`src/rtl/bmrs_pkg.sv`:
```
package bmrs_pkg;

  localparam int KIND_W = 3;
  localparam int POS_W  = 10;
  localparam int SIZE_W = 11;

  localparam logic [KIND_W-1:0] KIND_TEST      = 3'd0;
  localparam logic [KIND_W-1:0] KIND_SET       = 3'd1;
  localparam logic [KIND_W-1:0] KIND_CLEAR     = 3'd2;
  localparam logic [KIND_W-1:0] KIND_RANGE_SET = 3'd3;
  localparam logic [KIND_W-1:0] KIND_RANGE_CLR = 3'd4;
  localparam logic [KIND_W-1:0] KIND_FILL_GAPS = 3'd5;
  localparam logic [KIND_W-1:0] KIND_INVERT    = 3'd6;

  typedef struct packed {
    logic [KIND_W-1:0] kind;
    logic [POS_W-1:0]  position;
    logic [POS_W-1:0]  range_end;
  } in_t;

  typedef struct packed {
    logic              bit_value;
    logic [POS_W-1:0]  first_set;
    logic [POS_W-1:0]  first_clear;
    logic              any_clear;
    logic [POS_W-1:0]  last_set;
    logic              any_set;
    logic [SIZE_W-1:0] set_count;
    logic              bad_position;
  } out_t;

  typedef enum logic [1:0] {
    OP_NONE,
    OP_SET,
    OP_CLR,
    OP_INV
  } op_t;

  typedef enum logic [1:0] {
    ST_IDLE,
    ST_CLEAR,
    ST_SCAN,
    ST_UPDATE
  } state_t;

endpackage

```
`src/rtl/bitmap_range_search_engine.sv`:
```
// Bitmap range search engine.
// Command channel: present in_data with start; the command is taken at a clock
// edge where start is high and busy is low. busy stays high while it runs.
// Result channel: out_valid pulses for one cycle with out_data; the receiver
// must take it then, there is no back-pressure.
// Config channel: cfg_data is the map size, written when cfg_valid and
// cfg_ready are both high. cfg_ready is only high while idle and start is low.
// A size write trims all bits at or above the new size in a sweep over every
// word of the map (busy meanwhile).
// Sweeps (NWORDS = ceil(MAP_BITS/WORD_BITS), 32 by default):
//   a command sweeps the map once, one word per cycle through the single
//   memory read port, plus one pipeline stage; the next command can be
//   taken at the same edge at which the result is taken.
//   Fill gaps sweeps twice per command (scan, then update).
// Reset: synchronous, active low; afterwards a clearing sweep zeroes the
// map with busy high. Size resets to MAP_BITS.
module bitmap_range_search_engine #(
  parameter int MAP_BITS  = 1024,
  parameter int WORD_BITS = 32
) (
  input  logic                        clk,
  input  logic                        rst_n,
  input  logic                        start,
  output logic                        busy,
  input  bmrs_pkg::in_t               in_data,
  output logic                        out_valid,
  output bmrs_pkg::out_t              out_data,
  input  logic                        cfg_valid,
  output logic                        cfg_ready,
  input  logic [bmrs_pkg::SIZE_W-1:0] cfg_data
);

  localparam int NWORDS = (MAP_BITS + WORD_BITS - 1) / WORD_BITS;
  localparam int IDX_W0 = $clog2(NWORDS * WORD_BITS + 1);
  localparam int IDX_W  = (IDX_W0 > bmrs_pkg::SIZE_W) ? IDX_W0 : bmrs_pkg::SIZE_W;
  localparam int AW     = (NWORDS > 1) ? $clog2(NWORDS) : 1;
  localparam int CNT_W  = $clog2(NWORDS + 1);
  localparam int OFF_W  = $clog2(WORD_BITS);
  localparam int POP_P  = 2 ** $clog2(WORD_BITS);
  localparam int PCW    = $clog2(WORD_BITS + 1);
  localparam logic [bmrs_pkg::SIZE_W-1:0] RST_SIZE = bmrs_pkg::SIZE_W'(MAP_BITS);

  function automatic logic [IDX_W-1:0] eff_size(input logic [bmrs_pkg::SIZE_W-1:0] v);
    logic [IDX_W-1:0] e;
    e = IDX_W'(v);
    return (e > IDX_W'(MAP_BITS)) ? IDX_W'(MAP_BITS) : e;
  endfunction

  bmrs_pkg::state_t state_r, state_nxt;

  logic [WORD_BITS-1:0] bitmap_mem [NWORDS];

  logic [CNT_W-1:0]     iss_cnt_r;
  logic [IDX_W-1:0]     iss_base_r;
  logic                 stg_vld_r;
  logic [AW-1:0]        stg_addr_r;
  logic [IDX_W-1:0]     stg_base_r;
  logic [WORD_BITS-1:0] rdata_r;
  logic                 out_valid_r;
  logic [IDX_W-1:0]     size_r;
  logic                 clr_all_r;

  bmrs_pkg::op_t        op_r;
  logic [IDX_W-1:0]     pos_r, lo_r, hi_r;
  logic                 bad_r;
  bmrs_pkg::out_t       out_r;

  logic                 any_set_r, any_clr_r, bitv_r;
  logic [IDX_W-1:0]     fs_r, ls_r, fc_r, cnt_r;
  logic                 any_set_nxt, any_clr_nxt, bitv_nxt;
  logic [IDX_W-1:0]     fs_nxt, ls_nxt, fc_nxt, cnt_nxt;

  logic sweep_go, acc_clr, cmd_take, cfg_take, out_load, scan_done;
  logic iss_en, sweep_last;

  logic [WORD_BITS-1:0] vmask, rmask, pmask;
  logic [WORD_BITS-1:0] new_word, wr_word, scan_word, clr_word;
  logic [OFF_W-1:0]     fs_off, ls_off, fc_off;
  logic                 set_hit, clr_hit;
  logic [POP_P-1:0]     pad_word;
  logic [PCW-1:0]       pop_lvl [POP_P];
  logic [PCW-1:0]       pop;

  logic [IDX_W-1:0]     in_pos, in_end;
  logic                 pos_bad, rng_bad;

  assign busy      = (state_r != bmrs_pkg::ST_IDLE);
  assign cfg_ready = !busy && !start;
  assign out_valid = out_valid_r;
  assign out_data  = out_r;

  assign iss_en = (state_r != bmrs_pkg::ST_IDLE) && (iss_cnt_r != CNT_W'(NWORDS));
  assign sweep_last = stg_vld_r && !iss_en;

  assign in_pos  = IDX_W'(in_data.position);
  assign in_end  = IDX_W'(in_data.range_end);
  assign pos_bad = in_pos >= size_r;
  assign rng_bad = pos_bad || (in_end >= size_r) || (in_end < in_pos);

  // sequencer
  always_comb begin
    state_nxt = state_r;
    sweep_go  = 1'b0;
    acc_clr   = 1'b0;
    cmd_take  = 1'b0;
    cfg_take  = 1'b0;
    out_load  = 1'b0;
    scan_done = 1'b0;
    case (state_r)
      bmrs_pkg::ST_IDLE: begin
        if (start) begin
          cmd_take = 1'b1;
          sweep_go = 1'b1;
          acc_clr  = 1'b1;
          state_nxt = (in_data.kind == bmrs_pkg::KIND_FILL_GAPS) ?
                      bmrs_pkg::ST_SCAN : bmrs_pkg::ST_UPDATE;
        end else if (cfg_valid) begin
          cfg_take  = 1'b1;
          sweep_go  = 1'b1;
          state_nxt = bmrs_pkg::ST_CLEAR;
        end
      end
      bmrs_pkg::ST_CLEAR: begin
        if (sweep_last) state_nxt = bmrs_pkg::ST_IDLE;
      end
      bmrs_pkg::ST_SCAN: begin
        if (sweep_last) begin
          scan_done = 1'b1;
          sweep_go  = 1'b1;
          acc_clr   = 1'b1;
          state_nxt = bmrs_pkg::ST_UPDATE;
        end
      end
      bmrs_pkg::ST_UPDATE: begin
        if (sweep_last) begin
          out_load  = 1'b1;
          state_nxt = bmrs_pkg::ST_IDLE;
        end
      end
      default: state_nxt = bmrs_pkg::ST_IDLE;
    endcase
  end

  always_ff @(posedge clk) begin
    if (!rst_n) begin
      state_r <= bmrs_pkg::ST_CLEAR;
    end else begin
      state_r <= state_nxt;
    end
  end

  // per-bit masks of the word in the stage
  always_comb begin
    for (int j = 0; j < WORD_BITS; j++) begin
      vmask[j] = (stg_base_r + IDX_W'(j)) < size_r;
      rmask[j] = ((stg_base_r + IDX_W'(j)) >= lo_r) && ((stg_base_r + IDX_W'(j)) <= hi_r);
      pmask[j] = (stg_base_r + IDX_W'(j)) == pos_r;
    end
  end

  always_comb begin
    case (op_r)
      bmrs_pkg::OP_SET:  new_word = rdata_r | rmask;
      bmrs_pkg::OP_CLR:  new_word = rdata_r & ~rmask;
      bmrs_pkg::OP_INV:  new_word = rdata_r ^ vmask;
      default:           new_word = rdata_r;
    endcase
    if (state_r == bmrs_pkg::ST_CLEAR) begin
      wr_word = clr_all_r ? '0 : (rdata_r & vmask);
    end else begin
      wr_word = new_word;
    end
    scan_word = (state_r == bmrs_pkg::ST_SCAN) ? rdata_r : new_word;
    clr_word  = ~scan_word & vmask;
  end

  // word statistics
  always_comb begin
    fs_off = '0;
    ls_off = '0;
    fc_off = '0;
    for (int j = WORD_BITS - 1; j >= 0; j--) begin
      if (scan_word[j]) fs_off = OFF_W'(j);
      if (clr_word[j])  fc_off = OFF_W'(j);
    end
    for (int j = 0; j < WORD_BITS; j++) begin
      if (scan_word[j]) ls_off = OFF_W'(j);
    end
    set_hit = |scan_word;
    clr_hit = |clr_word;
  end

  always_comb begin
    pad_word = POP_P'(scan_word);
    for (int i = 0; i < POP_P; i++) begin
      pop_lvl[i] = PCW'(pad_word[i]);
    end
    for (int s = 1; s < POP_P; s = s * 2) begin
      for (int i = 0; i + s < POP_P; i = i + 2 * s) begin
        pop_lvl[i] = pop_lvl[i] + pop_lvl[i + s];
      end
    end
    pop = pop_lvl[0];
  end

  always_comb begin
    any_set_nxt = any_set_r | set_hit;
    fs_nxt      = (!any_set_r && set_hit) ? (stg_base_r + IDX_W'(fs_off)) : fs_r;
    ls_nxt      = set_hit ? (stg_base_r + IDX_W'(ls_off)) : ls_r;
    any_clr_nxt = any_clr_r | clr_hit;
    fc_nxt      = (!any_clr_r && clr_hit) ? (stg_base_r + IDX_W'(fc_off)) : fc_r;
    cnt_nxt     = cnt_r + IDX_W'(pop);
    bitv_nxt    = bitv_r | (|(scan_word & pmask & vmask));
  end

  // sweep control
  always_ff @(posedge clk) begin
    if (!rst_n) begin
      iss_cnt_r   <= '0;
      iss_base_r  <= '0;
      stg_vld_r   <= 1'b0;
      out_valid_r <= 1'b0;
      size_r      <= eff_size(RST_SIZE);
      clr_all_r   <= 1'b1;
    end else begin
      stg_vld_r   <= iss_en;
      out_valid_r <= out_load;
      if (sweep_go) begin
        iss_cnt_r  <= '0;
        iss_base_r <= '0;
      end else if (iss_en) begin
        iss_cnt_r  <= iss_cnt_r + CNT_W'(1);
        iss_base_r <= iss_base_r + IDX_W'(WORD_BITS);
      end
      if (cfg_take) begin
        size_r    <= eff_size(cfg_data);
        clr_all_r <= 1'b0;
      end
    end
  end

  // map storage
  always_ff @(posedge clk) begin
    if (stg_vld_r && (state_r == bmrs_pkg::ST_CLEAR || state_r == bmrs_pkg::ST_UPDATE)) begin
      bitmap_mem[stg_addr_r] <= wr_word;
    end
    if (iss_en) begin
      rdata_r <= bitmap_mem[iss_cnt_r[AW-1:0]];
    end
    stg_addr_r <= iss_cnt_r[AW-1:0];
    stg_base_r <= iss_base_r;
  end

  // command and result datapath
  always_ff @(posedge clk) begin
    if (cmd_take) begin
      pos_r <= in_pos;
      lo_r  <= in_pos;
      hi_r  <= in_pos;
      bad_r <= 1'b0;
      op_r  <= bmrs_pkg::OP_NONE;
      case (in_data.kind)
        bmrs_pkg::KIND_TEST: begin
          bad_r <= pos_bad;
        end
        bmrs_pkg::KIND_SET: begin
          bad_r <= pos_bad;
          op_r  <= pos_bad ? bmrs_pkg::OP_NONE : bmrs_pkg::OP_SET;
        end
        bmrs_pkg::KIND_CLEAR: begin
          bad_r <= pos_bad;
          op_r  <= pos_bad ? bmrs_pkg::OP_NONE : bmrs_pkg::OP_CLR;
        end
        bmrs_pkg::KIND_RANGE_SET: begin
          hi_r  <= in_end;
          bad_r <= rng_bad;
          op_r  <= rng_bad ? bmrs_pkg::OP_NONE : bmrs_pkg::OP_SET;
        end
        bmrs_pkg::KIND_RANGE_CLR: begin
          hi_r  <= in_end;
          bad_r <= rng_bad;
          op_r  <= rng_bad ? bmrs_pkg::OP_NONE : bmrs_pkg::OP_CLR;
        end
        bmrs_pkg::KIND_INVERT: begin
          op_r <= bmrs_pkg::OP_INV;
        end
        default: begin
          op_r <= bmrs_pkg::OP_NONE;
        end
      endcase
    end else if (scan_done) begin
      lo_r <= fs_nxt;
      hi_r <= ls_nxt;
      op_r <= any_set_nxt ? bmrs_pkg::OP_SET : bmrs_pkg::OP_NONE;
    end

    if (acc_clr) begin
      any_set_r <= 1'b0;
      any_clr_r <= 1'b0;
      bitv_r    <= 1'b0;
      fs_r      <= '0;
      ls_r      <= '0;
      fc_r      <= '0;
      cnt_r     <= '0;
    end else if (stg_vld_r && state_r != bmrs_pkg::ST_CLEAR) begin
      any_set_r <= any_set_nxt;
      any_clr_r <= any_clr_nxt;
      bitv_r    <= bitv_nxt;
      fs_r      <= fs_nxt;
      ls_r      <= ls_nxt;
      fc_r      <= fc_nxt;
      cnt_r     <= cnt_nxt;
    end

    if (out_load) begin
      out_r.bit_value    <= bitv_nxt;
      out_r.first_set    <= fs_nxt[bmrs_pkg::POS_W-1:0];
      out_r.first_clear  <= fc_nxt[bmrs_pkg::POS_W-1:0];
      out_r.any_clear    <= any_clr_nxt;
      out_r.last_set     <= ls_nxt[bmrs_pkg::POS_W-1:0];
      out_r.any_set      <= any_set_nxt;
      out_r.set_count    <= cnt_nxt[bmrs_pkg::SIZE_W-1:0];
      out_r.bad_position <= bad_r;
    end
  end

`ifndef SYNTHESIS
  a_strobe_idle: assert property (@(posedge clk) disable iff (!rst_n)
    out_valid_r |-> (state_r == bmrs_pkg::ST_IDLE))
    else $error("result strobe outside idle");

  a_take_busy: assert property (@(posedge clk) disable iff (!rst_n)
    (start && !busy) |=> busy)
    else $error("command taken but engine not busy");

  a_stage_idle: assert property (@(posedge clk) disable iff (!rst_n)
    (state_r == bmrs_pkg::ST_IDLE) |-> !stg_vld_r)
    else $error("sweep stage live while idle");

  a_first_last: assert property (@(posedge clk) disable iff (!rst_n)
    (state_r == bmrs_pkg::ST_UPDATE && any_set_r) |-> (fs_r <= ls_r))
    else $error("first set above last set");

  a_cfg_excl: assert property (@(posedge clk) disable iff (!rst_n)
    cfg_take |-> !cmd_take && (state_r == bmrs_pkg::ST_IDLE))
    else $error("config write overlaps a command");
`endif

endmodule
```
`config.mk`:
```
export PLATFORM = sky130hd
export DESIGN_NAME = bitmap_range_search_engine
export DESIGN_NICKNAME = d
export VERILOG_FILES = /design/src/rtl/bmrs_pkg.sv /design/src/rtl/bitmap_range_search_engine.sv
export SDC_FILE = /design/constraint.sdc
export NUM_CORES = 2
export LEC_CHECK = 0
export BUFFER_PORTS_ARGS = -buffer_cell sky130_fd_sc_hd__buf_4
export CAP_MARGIN = 10
export CORE_UTILIZATION = 62
export DETAILED_ROUTE_END_ITERATION = 6
export PLACE_DENSITY = 0.78
export SETUP_SLACK_MARGIN = 0.1
export SLEW_MARGIN = 30
export SYNTH_ARGS = -nofsm -noshare
export SYNTH_HDL_FRONTEND = slang
export SYNTH_SLANG_ARGS = --single-unit
export TNS_END_PERCENT = 1
```
`constraint.sdc`:
```
create_clock -name clk -period 12.1 [get_ports clk]
set_input_delay 1.815 -clock clk [delete_from_list [all_inputs] [get_ports clk]]
set_output_delay 1.815 -clock clk [all_outputs]
set_load 0.01 [all_outputs]
```
---- Word level (Yosys, flattened, before mapping) ----
Memories as Yosys holds them, arrays and structs flattened. A register that Yosys moved wholly into a read port is not among the register bits.
Cells that the tools add are included.
storage, ports and cells
  memories kept ........................... 1
  bits of input ports ..................... 38
  RAM bits ................................ 1024
  word-level logic and storage cells ...... 456
  register bits after elaboration ......... 175
  output and inout port bits .............. 48
cells by class
  multiplexer cells ....................... 136
  bitwise logic cells ..................... 13
  $lt $le $gt $ge ......................... 100
  equality and inequality tests ........... 49
  reduce and logical (&&, ||, !) cells .... 59
  add/sub/neg operators ................... 68
memory list
  memory      depth  width  rd ports  clocked after Yosys merged registers in  wr ports  RTL line                          text
  bitmap_mem  32     32     1         1                                        1         bitmap_range_search_engine.sv:51  logic [WORD_BITS-1:0] bitmap_mem [NWORDS];
operator list
  operator               count
  $mux 5                 94
  $eq 11x10->1           32
  $ge 11x11->1           32
  $le 11x11->1           32
  $lt 11x11->1           32
  $add 11x5->11 const B  16
  $and 32x32->32         5
  $mux 32                3
  $pmux 32 s3            1
  $reduce_or 32->1       3
  $add 11x4->11 const B  8
  $not 32->32            2
  $mux 11                5
  $add 11x3->11 const B  4
  $mux 10                4
  $logic_and 1x1->1      39
  $add 1x1->2            16
  $or 32x32->32          1
  $xor 32x32->32         1
  $add 2x2->3            8
  $add 11x2->11 const B  2
  $add 11x5->11          2
  $ge 10x11->1           2
  $add 3x3->4            4
  other kinds (33)       77

---- Logic depth before layout (Yosys ltp) ----
  word-level depth ........................ 43
  gate-level depth with buffers ........... 36
  depth with buffers taken out ............ 36

---- Least setup slack after synthesis ----
OpenSTA, ideal clock, no wires.
  path type ............................... register to register
  from .................................... register stg_base_r[5]
  to ...................................... register cnt_r[10]
  cell stages (with the launch flop) ...... 36
  setup time .............................. 0.128 ns
  arrival ................................. 8.121 ns
  data required time ...................... 11.972 ns
  buffers on the path ..................... 1
  slack ................................... 3.851 ns
  cell sequence ........................... dfxtp_1 inv_1 ha_1 nand2_1 or2_2 clkbuf_1 nor3_1 a21oi_1 ha_1 nand2b_1 o31ai_1 and2_1 nor2_1 inv_1 fa_1 fa_1 inv_1 fa_1 fa_1 fa_1 inv_1 fa_1 inv_1 fa_1 fa_1 a21oi_1 nor2_1 nor2_1 o21bai_1 a21oi_1 nor2b_1 o21ai_0 nor2_1 nand3_1 xor2_1 nor2_1
on the way
  word-level cells in the longest chain between the ends .. 13
  elaborated cells between the ends (all ways) .. 197
  classes of those cells .................. add/sub (63); order compare (96); mux (2); bitwise (4); reduce/logical (32)
RTL lines
  item                                                 RTL line                                                              text
  start, declared                                      bitmap_range_search_engine.sv:57                                      logic [IDX_W-1:0] stg_base_r;
  start signal, assigned                               bitmap_range_search_engine.sv:251                                     stg_base_r <= iss_base_r;
  $add 11x1->11 (tied with other cells)                bitmap_range_search_engine.sv:155, bitmap_range_search_engine.sv:156
  $ge 11x11->1 / $le 11x11->1 (equally long branches)  bitmap_range_search_engine.sv:156                                     rmask[j] = ((stg_base_r + IDX_W'(j)) >= lo_r) && ((stg_base_r + IDX_W'(j)) <= hi_r);
  $logic_and 1x1->1                                    bitmap_range_search_engine.sv:156
  $not 32->32                                          bitmap_range_search_engine.sv:164                                     bmrs_pkg::OP_CLR: new_word = rdata_r & ~rmask;
  $and 32x32->32                                       bitmap_range_search_engine.sv:164
  $pmux 32 s3 (*)                                      bitmap_range_search_engine.sv:162                                     case (op_r)
  $mux 32 (*)                                          bitmap_range_search_engine.sv:173                                     scan_word = (state_r == bmrs_pkg::ST_SCAN) ? rdata_r : new_word;
  $add 1x1->2                                          bitmap_range_search_engine.sv:200                                     pop_lvl[i] = pop_lvl[i] + pop_lvl[i + s];
  $add 2x2->3                                          bitmap_range_search_engine.sv:200
  $add 3x3->4                                          bitmap_range_search_engine.sv:200
  $add 4x4->5                                          bitmap_range_search_engine.sv:200
  $add 5x5->6 (*)                                      bitmap_range_search_engine.sv:200
  $add 11x6->11 (*)                                    bitmap_range_search_engine.sv:212                                     cnt_nxt = cnt_r + IDX_W'(pop);
  end signal, assigned                                 bitmap_range_search_engine.sv:312                                     cnt_r <= cnt_nxt;
  end, declared                                        bitmap_range_search_engine.sv:69                                      logic [IDX_W-1:0] fs_r, ls_r, fc_r, cnt_r;
Mark *: on every way between the ends. The rest lies on a longest branch, timed or not.
A chain may end at the register's enable or synchronous reset.

---- Final worst setup path ----
  from .................................... register stg_base_r[8]
  to ...................................... register cnt_r[10]
Same word-level chain as after synthesis.

==> summary.txt <==
Status
  • Status: finished with violations
  • Failing checks: design-rule violations

Timing
  • Final Skew: 0.0408 ns
  • RSZ-0062 raised after global routing: no
  • Number of failing hold endpoints at the final stage: 0
  • Tcrit/Tclk final: 0.809
  • Fin Setup TNS: 0 ns
  • Fin crit period: 9.79 ns
  • Slew margin rel.: 0.272
  • Pins Over Slew Limit: 0
  • FMAX: 102 MHz
  • Final worst slack: 2.31 ns
  • Final setup violation count: 0
  • Worst-margin pin slew: 1.08 ns
  • WHS: 0.418 ns

Global routing
  • Vias in the first global route: 35900
  • Initial antenna violation count: 9
  • First-pass GRT wire length: 262000 um
  • Total track usage: 0.416
  • GRT Residual Overflow: 0
  • Largest net degree at the start of global routing: 149

Yosys
  • Cell Area, Synth: 55200 sq um
  • Avg Synthesized Cell Area: 16.1 sq um
  • Post-synth EDFFs: 1135
  • Area leader, netlist: edfxtp_1
  • Syn Nets: 3596
  • Syn Inst Count: 3432
  • Ys async rst share: 0
  • Post-synthesis sequential area ratio: 0.649
  • Synth warnings: 0
  • Predominant post-synthesis flop cell: edfxtp_1
  • Flops & latches, synth: 1221
  • Most frequent cell after synthesis: edfxtp_1
  • Top cells by area, synth: edfxtp_1, mux4_2, dfxtp_1
  • Top post-synthesis cells by count: edfxtp_1, mux4_2, nand2_1
  • Share of the synthesized area in the top cell type: 0.618
  • Synth unique cells: 112

Route
  • Via density: 7.47
  • Vias: 35900
  • DR pass1 iterations: 7
  • WL/cell: 38.7 um
  • Initial DRC Count: 5875
  • DRT antenna net count: 0
  • Post-route DRC: 9
  • Routed WL: 186000 um

Final layout
  • Area growth syn-to-layout: 11.0%
  • Top reg by flops: bitmap_mem
  • Final nets: 3701
  • Fin area: 61300 sq um
  • Layout Cells excl Fill: 4800
  • Share of cells above drive strength 1: 0.230
  • Filler instances: 5344
  • Max FFs per register: 1024
  • Final Util: 0.694

Clock tree
  • Clock transition at path regs: 0.07 ns
  • Post-CTS Setup Inserts: 0
  • Post-CTS sizing: 0
  • CTS root buf: clkbuf_16
  • Clock Sinks: 1221
  • Num CTS Buffers: 114
  • H-tree lvl count: 3
  • Clk Latency, worst-skew pair: 0.75 ns
  • CTS hold repair buffers: 0
  • TritonCTS clock tree: yes
  • Clock Path Buffers: 3

Worst setup path
  • Worst r2r path cells: 35
  • Critical path's top delay family: adder cells
  • Setup crit end kind: flip-flop
  • Arrival @ worst endpoint: 10.39 ns
  • Worst path slowest cell: a21oi_1
  • Crit start category: flip-flop
  • Crit path buffers/inverters: 7
  • Origin of the worst setup path: stg_base_r[8]
  • Critical Path RT: 12.70 ns
  • Worst Setup Path Type: flip-flop to flip-flop
  • Internal reg-to-reg setup slack: 2.31 ns
  • Crit-path max cell delay: 0.61 ns
  • Critical-path maximum fanout: 10
  • Crit. path cell count: 35
  • RR Startpoint: stg_base_r[8]
  • Reg-to-reg endpoint: cnt_r[10]
  • Most used cell, CP: fa_1

Floorplanning
  • I/O pin count: 86
  • Die area: 90200 sq um
  • Row cnt: 109
  • Chip width: 300 um
  • Die Ht: 300 um
  • Initial core utilization: 0.625
  • Core Area: 88200 sq um

Min path
  • HP Class: flip-flop to flip-flop
  • Worst hold stages: 0
  • End of the worst hold path: out_data[0]
  • Hold_sp: bad_r

Pwr
  • Pwr Density: 165 nW/um^2
  • Leakage power: 19.8 nW
  • Max IR drop VDD: 0.408 mV
  • Total Power: 10.1 mW

Placed design
  • Port buffer count: 85
  • Placed insts: 4583
  • Gpl congestion: 1.06
  • Dpl ws: 2.42 ns
  • Post-Place Cell Area: 57600 sq um
  • Hpwl dp: 112000 um

Flow run
  • Max-cap violations: 0
## cell type report
| class | instances | area, sq um | share of cell area |
|---|---|---|---|
| clock inverter | 59 | 532 | 0.00868 |
| clock buffer | 153 | 3040 | 0.0496 |
| sequential | 1221 | 35800 | 0.585 |
| multi-input combinational | 1902 | 18500 | 0.302 |
| tap | 1165 | 1460 | 0.0238 |
| timing repair buffer | 181 | 1450 | 0.0237 |
| antenna | 2 | 5.00 | 0.0000817 |
| inverter | 117 | 442 | 0.00721 |
## cells in the final DEF, fill, tap and decap left out, drive strengths merged, types with 15 or more instances in the layout
cell type	n
edfxtp	1135
mux4	320
nand2	198
nor2	183
buf	181
clkbuf	153
a21oi	151
o21ai	131
inv	123
ha	100
dfxtp	86
mux2	64
nand3	60
nor3	49
clkinv	44
a211oi	36
nor2b	36
a21o	31
o21a	30
nand4	29
fa	26
mux2i	25
o22ai	23
nand2b	21
and3	21
o211ai	18
and2	17
xor2	16
a31oi	15
a31o	15
## kinds of logic after synthesis
kind of cell,after synthesis,share of synthesized area
AO/OA/AOI/OAI,623,0.0764
buffers and inverters,309,0.0235
multiplexers,409,0.149
flip-flops,1221,0.649
adder cells (fa/ha/maj),126,0.0321
XOR/XNOR,26,0.00413
AND/OR/NAND/NOR,718,0.0662
## metal layers
metal,part of all wire,global-route usage,vias to the layer above
met5,0.00033,0,-
met4,0.061,0.224,8
met3,0.12,0.0864,624
met2,0.47,0.648,3127
met1,0.35,0.558,18100
li1,-,-,14000
## worst max-delay path by stage
stage	slack, ns	to
after global routing	1.77	cnt_r[10]
after CTS	2.46	cnt_r[10]
after detailed placement	2.42	cnt_r[10]
after global placement	2.58	cnt_r[10]
after floorplan	3.85	cnt_r[10]
final	2.31	cnt_r[10]
## power by group
part / leakage, nW / internal, mW / switching [mW]
Clock: 1.73 / 1.88 / 1.68
Combinational: 7.29 / 0.758 / 1.01
Sequential: 10.8 / 4.69 / 0.0766
Note: power is estimated with default switching activity, not from simulation.
